**src/design/crt_pkg.sv**
```systemverilog
// Shared constants, codes, types and helpers of the counter rate tracker.
`timescale 1ns / 1ps
package crt_pkg;

  localparam int ROW_W   = 10;
  localparam int VAL_W   = 64;
  localparam int TIME_W  = 32;
  localparam int MODE_W  = 2;
  localparam int RATE_W  = 32;
  localparam int STAT_W  = 2;
  localparam int STEP_W  = $clog2(ROW_W);

  // Counter mode codes; the third and fourth codes behave as a 64-bit counter.
  localparam logic [MODE_W-1:0] MODE_GAUGE = 2'd0;
  localparam logic [MODE_W-1:0] MODE_CNT32 = 2'd1;

  // Result status codes.
  localparam logic [STAT_W-1:0] ST_EMIT      = 2'd0;
  localparam logic [STAT_W-1:0] ST_UNPRIMED  = 2'd1;
  localparam logic [STAT_W-1:0] ST_OVER      = 2'd2;
  localparam logic [STAT_W-1:0] ST_ZERO_TIME = 2'd3;

  localparam logic [VAL_W-1:0] WRAP32_ADD = 64'h0000_0001_0000_0000;

  typedef struct packed {
    logic [VAL_W-1:0]  value;
    logic [TIME_W-1:0] stamp;
  } crt_entry_t;

  typedef enum logic [2:0] {
    S_IDLE,
    S_REDUCE,
    S_READ,
    S_CALC,
    S_DIV,
    S_DONE
  } crt_state_t;

  // Status of a finished rate against the speed limit.
  function automatic logic [STAT_W-1:0] rate_status(input logic [RATE_W-1:0] rate,
                                                     input logic [VAL_W-1:0]  limit);
    logic below;
    below = (limit[VAL_W-1:RATE_W] != '0) || (rate < limit[RATE_W-1:0]);
    return below ? ST_EMIT : ST_OVER;
  endfunction

endpackage

```
**src/design/crt_div.sv**
```systemverilog
// Radix-2 restoring divider, 64-bit dividend by 32-bit divisor, low 32 quotient bits.
`timescale 1ns / 1ps
module crt_div (
  input  logic                       clk,
  input  logic                       rst,
  input  logic                       start,
  input  logic [crt_pkg::VAL_W-1:0]  dividend,
  input  logic [crt_pkg::TIME_W-1:0] divisor,
  output logic                       done,
  output logic [crt_pkg::RATE_W-1:0] quotient
);
  import crt_pkg::*;

  localparam int CNT_W = $clog2(VAL_W);

  logic             busy;
  logic [CNT_W-1:0] cnt;
  logic [TIME_W:0]  rem;
  logic [VAL_W-1:0] dq;
  logic [TIME_W-1:0] dvs;
  logic [TIME_W:0]  shifted;
  logic             fits;

  // Partial remainder stays below the divisor, so 33 bits hold the shifted value.
  assign shifted  = {rem[TIME_W-1:0], dq[VAL_W-1]};
  assign fits     = shifted >= {1'b0, dvs};
  assign quotient = dq[RATE_W-1:0];

  always_ff @(posedge clk) begin
    if (rst) begin
      busy <= 1'b0;
      done <= 1'b0;
      cnt  <= '0;
    end else begin
      done <= 1'b0;
      if (start) begin
        busy <= 1'b1;
        cnt  <= CNT_W'(VAL_W - 1);
      end else if (busy) begin
        cnt <= cnt - 1'b1;
        if (cnt == '0) begin
          busy <= 1'b0;
          done <= 1'b1;
        end
      end
    end
  end

  always_ff @(posedge clk) begin
    if (start) begin
      rem <= '0;
      dq  <= dividend;
      dvs <= divisor;
    end else if (busy) begin
      rem <= fits ? (shifted - {1'b0, dvs}) : shifted;
      dq  <= {dq[VAL_W-2:0], fits};
    end
  end

endmodule
```
**config.mk**
```make
export PLATFORM = sky130hd
export DESIGN_NAME = crt_div
export DESIGN_NICKNAME = d
export VERILOG_FILES = /design/src/design/crt_pkg.sv /design/src/design/crt_div.sv
export SDC_FILE = /design/constraint.sdc
export NUM_CORES = 1
export LEC_CHECK = 0
export ABC_AREA = 1
export BUFFER_PORTS_ARGS = -buffer_cell sky130_fd_sc_hd__buf_2
export CAP_MARGIN = 20
export CORE_ASPECT_RATIO = 0.5
export CORE_MARGIN = 1.5
export CORE_UTILIZATION = 40
export CTS_CLUSTER_SIZE = 40
export DETAILED_ROUTE_END_ITERATION = 10
export PLACE_DENSITY = 0.71
export SYNTH_ARGS = -nofsm -noshare
export SYNTH_HDL_FRONTEND = slang
export SYNTH_SLANG_ARGS = --single-unit
```
**constraint.sdc**
```tcl
create_clock -name clk -period 4.1 [get_ports clk]
set_clock_uncertainty 0.05 [all_clocks]
set_input_delay 0.41 -clock clk [delete_from_list [all_inputs] [get_ports clk]]
set_output_delay 0.41 -clock clk [all_outputs]
set_load 0.01 [all_outputs]
```
==> impl_metrics.ini <==
[outcome]
run_status = completed

[sta]
final.setup.worst_slack_ns = 1.54
fmax_mhz = 390
tightest_slew_ns = 0.879
slew_headroom = 0.413
setup_viol_count_final = 0
fin_crit_sh = 0.625
rsz0062_at_grt = no
finalCriticalPeriod_ns = 2.56
slew_violations = 0
fin_setup_tns_ns = 0
hold_viol_final = 0

[clocking]
clk_pin_slew_ns = 0.07
cts_setup_buffers = 0
clkSinkCount = 136
cts-buffers-inserted = 17
clock_path_buffers = 2
cts_tree = yes
ctsHoldBuffers = 0
insertion_delay_ns = 0.43
cts_root_buf = clkbuf_16
cts.repair.resized = 0
htree_num_levels = 4

[floorplanning]
num_rows = 37
die_height_um = 106
io_pins = 132
dieArea_mm2 = 0.0223
initial_core_util = 0.411
coreArea_mm2 = 0.0207
die_w_um = 210

[yosys]
synthMuxAreaShare = 0
synth_edf_count = 96
synth_top_cell_area_share = 0.338
syn_inst = 1165
yosysTopAreaCell = edfxtp_1
synthTopCellsByArea = edfxtp_1, nand2_1, dfxtp_1, inv_1, ha_1
synth-xor-area-share = 0.0144
synth_seq_cells = 136
synth_ff_type = edfxtp_1
ys_warn_count = 0
synth-async-reset-ratio = 0
synth_compound_area_frac = 0.0326
synth_area_per_cell_um2 = 7.32
ys_types = 39
yosys.area_share.simple = 0.337
synth_fa_ha_area_frac = 0.0522
syn_nets = 1299
synth_top_family_by_area = simple AND/OR/NAND/NOR gates
synthesis.area_mm2 = 0.00853
ys_seq_area_frac = 0.432

[drt]
viasPerCell = 4.74
detail_route.wl_per_cell_um = 13.2
wl_met1_um = 9870
drt_iter0_markers = 402
num_vias = 7327
wl_met3_um = 888
dr_wl_met2_um = 9350
dr.pass1.iters = 7
postRouteAntennaNets = 0
post-route-drc-count = 0
top_layer_used = met4
wl_um = 20500

[critical_path]
worstSetupEndpointType = flip-flop
r2r_cells = 13
arrival_ns = 2.88
cp_data_required_time_ns = 4.41
timing.rr.start = dvs[22]$_DFFE_PP_
worst-setup-path-type = reg2reg
rr_endpoint = rem[21]$_SDFFE_PP0P_
crit_path_start_kind = flip-flop
r2r_setup_slack_ns = 1.54
crit_fanout = 34

[global_routing]
globalRouteOverflowTotal = 0
grt_pass1_wl_um = 34100
grt_pass1_vias = 7078
grt_max_degree = 75
grtUsageTotal = 0.194
antenna_found_initial = 0

[finish]
insertedDiodeCount = 0
syn_to_final_growth_pct = 14.6
drive_gt1_frac = 0.161
final_util = 0.471
fin_nets = 1394

[placement]
finalWeightedCongestion = 0.967
io_buffers = 131
pre_cts_slack_ns = 1.56
hpwl_um = 14900

[worst_hold_path]
whs_endpoint = dvs[8]$_DFFE_PP_
holdCritStartpoint = divisor[8]
hold_path_class = in2reg
min_path_cells = 1

[power_and_ir_drop]
powerDensity_mw_per_mm2 = 367
irDropWorstVdd_mv = 0.259
p_leak_nw = 5.22

[flow_run]
maxCapViolCount = 0
==> area by class of cell <==
cell class              count  area, um2
fillers                  2113      11000
clock buffers              19        453
repair buffers            137        716
flip-flops and latches    136       3680
inverters                 192        721
multi-input cells         776       3720
clock inverters            13        141
well taps                 273        342
==> flip-flops by register name, summed over array words and instances, names as in the netlist <==
| name | cells |
|---|---|
| busy | 1 |
| cnt | 6 |
| done | 1 |
| dq | 64 |
| dvs | 32 |
| rem | 32 |
==> placed cells by master, fill, tap and decap left out, types with 3 or more instances in the layout <==
| cell | instances |
|---|---|
| nand3_2 | 5 |
| inv_2 | 8 |
| clkinv_2 | 3 |
| and2_1 | 3 |
| o21bai_1 | 3 |
| clkinv_1 | 4 |
| xnor2_1 | 13 |
| nor3_1 | 3 |
| nand4_1 | 10 |
| inv_6 | 4 |
| a31oi_1 | 4 |
| dfxtp_1 | 40 |
| clkinvlp_4 | 3 |
| edfxtp_1 | 96 |
| o21ai_1 | 9 |
| nand2_1 | 498 |
| nand3_1 | 79 |
| a21oi_1 | 22 |
| inv_1 | 180 |
| nand3b_1 | 15 |
| buf_2 | 130 |
| nor2_2 | 5 |
| clkbuf_16 | 17 |
| o21ai_0 | 7 |
| buf_4 | 6 |
| nand2_2 | 11 |
| nor2_1 | 41 |
| ha_1 | 34 |
==> critical path: stages (launching register included) <==
cell and delay [ns]:
edfxtp_1 0.33, inv_1 0.04, ha_1 0.36, nand2_1 0.12, nand2_1 0.11, a21oi_2 0.17
nand2_1 0.09, nand2_1 0.07, nand2_2 0.08, nor2_8 0.50, nand2_8 0.25, nand2_1 0.16
nand3_1 0.07, nand2_1 0.06
==> cell usage after synthesis (all sizes together) (2+ instances only) <==
cell type	n
xnor2	13
nand3	84
a21oi	23
inv	187
o21ai	16
nand2	511
nor2	49
dfxtp	40
and2	3
buf	49
o21bai	3
ha	34
a31oi	4
nand3b	15
o21a	2
clkinv	5
clkbuf	12
edfxtp	96
nand4	10
nor3	4
==> logic make-up after synthesis <==
group	count (synthesis)
and+or+nand+nor	677
buffers and inverters	253
adders and majority gates	35
DFF	136
xor gates and xnor gates	14
AOI/OAI and AO/OA	50
==> how the worst max path moves through the flow <==
stage | start | slack, ns | end | cells past startpoint
finish | dvs[22]$_DFFE_PP_ | 1.54 | rem[21]$_SDFFE_PP0P_ | 13
global route | dvs[28]$_DFFE_PP_ | 1.31 | rem[21]$_SDFFE_PP0P_ | 11
CTS | dvs[28]$_DFFE_PP_ | 1.51 | rem[6]$_SDFFE_PP0P_ | 11
detailed placement | dvs[21]$_DFFE_PP_ | 1.56 | rem[1]$_SDFFE_PP0P_ | 11
global placement | dvs[30]$_DFFE_PP_ | 1.59 | rem[0]$_SDFFE_PP0P_ | 13
floorplan | busy$_SDFF_PP0_ | 1.05 | dq[0]$_DFFE_PP_ | 3
==> report_power, final <==
group | switching (W) | internal (W) | total, W
logic | 0.000257 | 0.000150 | 0.000407
registers | 0.0000411 | 0.00159 | 0.00163
clock network | 0.000619 | 0.000932 | 0.00155
total | 0.000917 | 0.00267 | 0.00359
==> stage by stage <==
stage | area, um2 | std cells | power [W] | hold slack [ns]
after floorplan | 8530 | 1165 | 0.00194 | 0.372
after global placement | 9160 | 1513 | 0.00206 | 0.389
after detailed placement | 9160 | 1513 | 0.00207 | 0.394
after CTS | 9760 | 1545 | 0.00363 | 0.0795
after global routing | 9780 | 1546 | 0.00375 | 0.0741
final | 9780 | 1546 | 0.00359 | 0.100
==> per-layer routing <==
layer | track usage | vias up
met4 | 0.0673 | 0
met2 | 0.316 | 147
met3 | 0.0431 | 25
met1 | 0.255 | 3384
met5 | 0 | -
li1 | - | 3771
(Power assumes the default switching activity.)
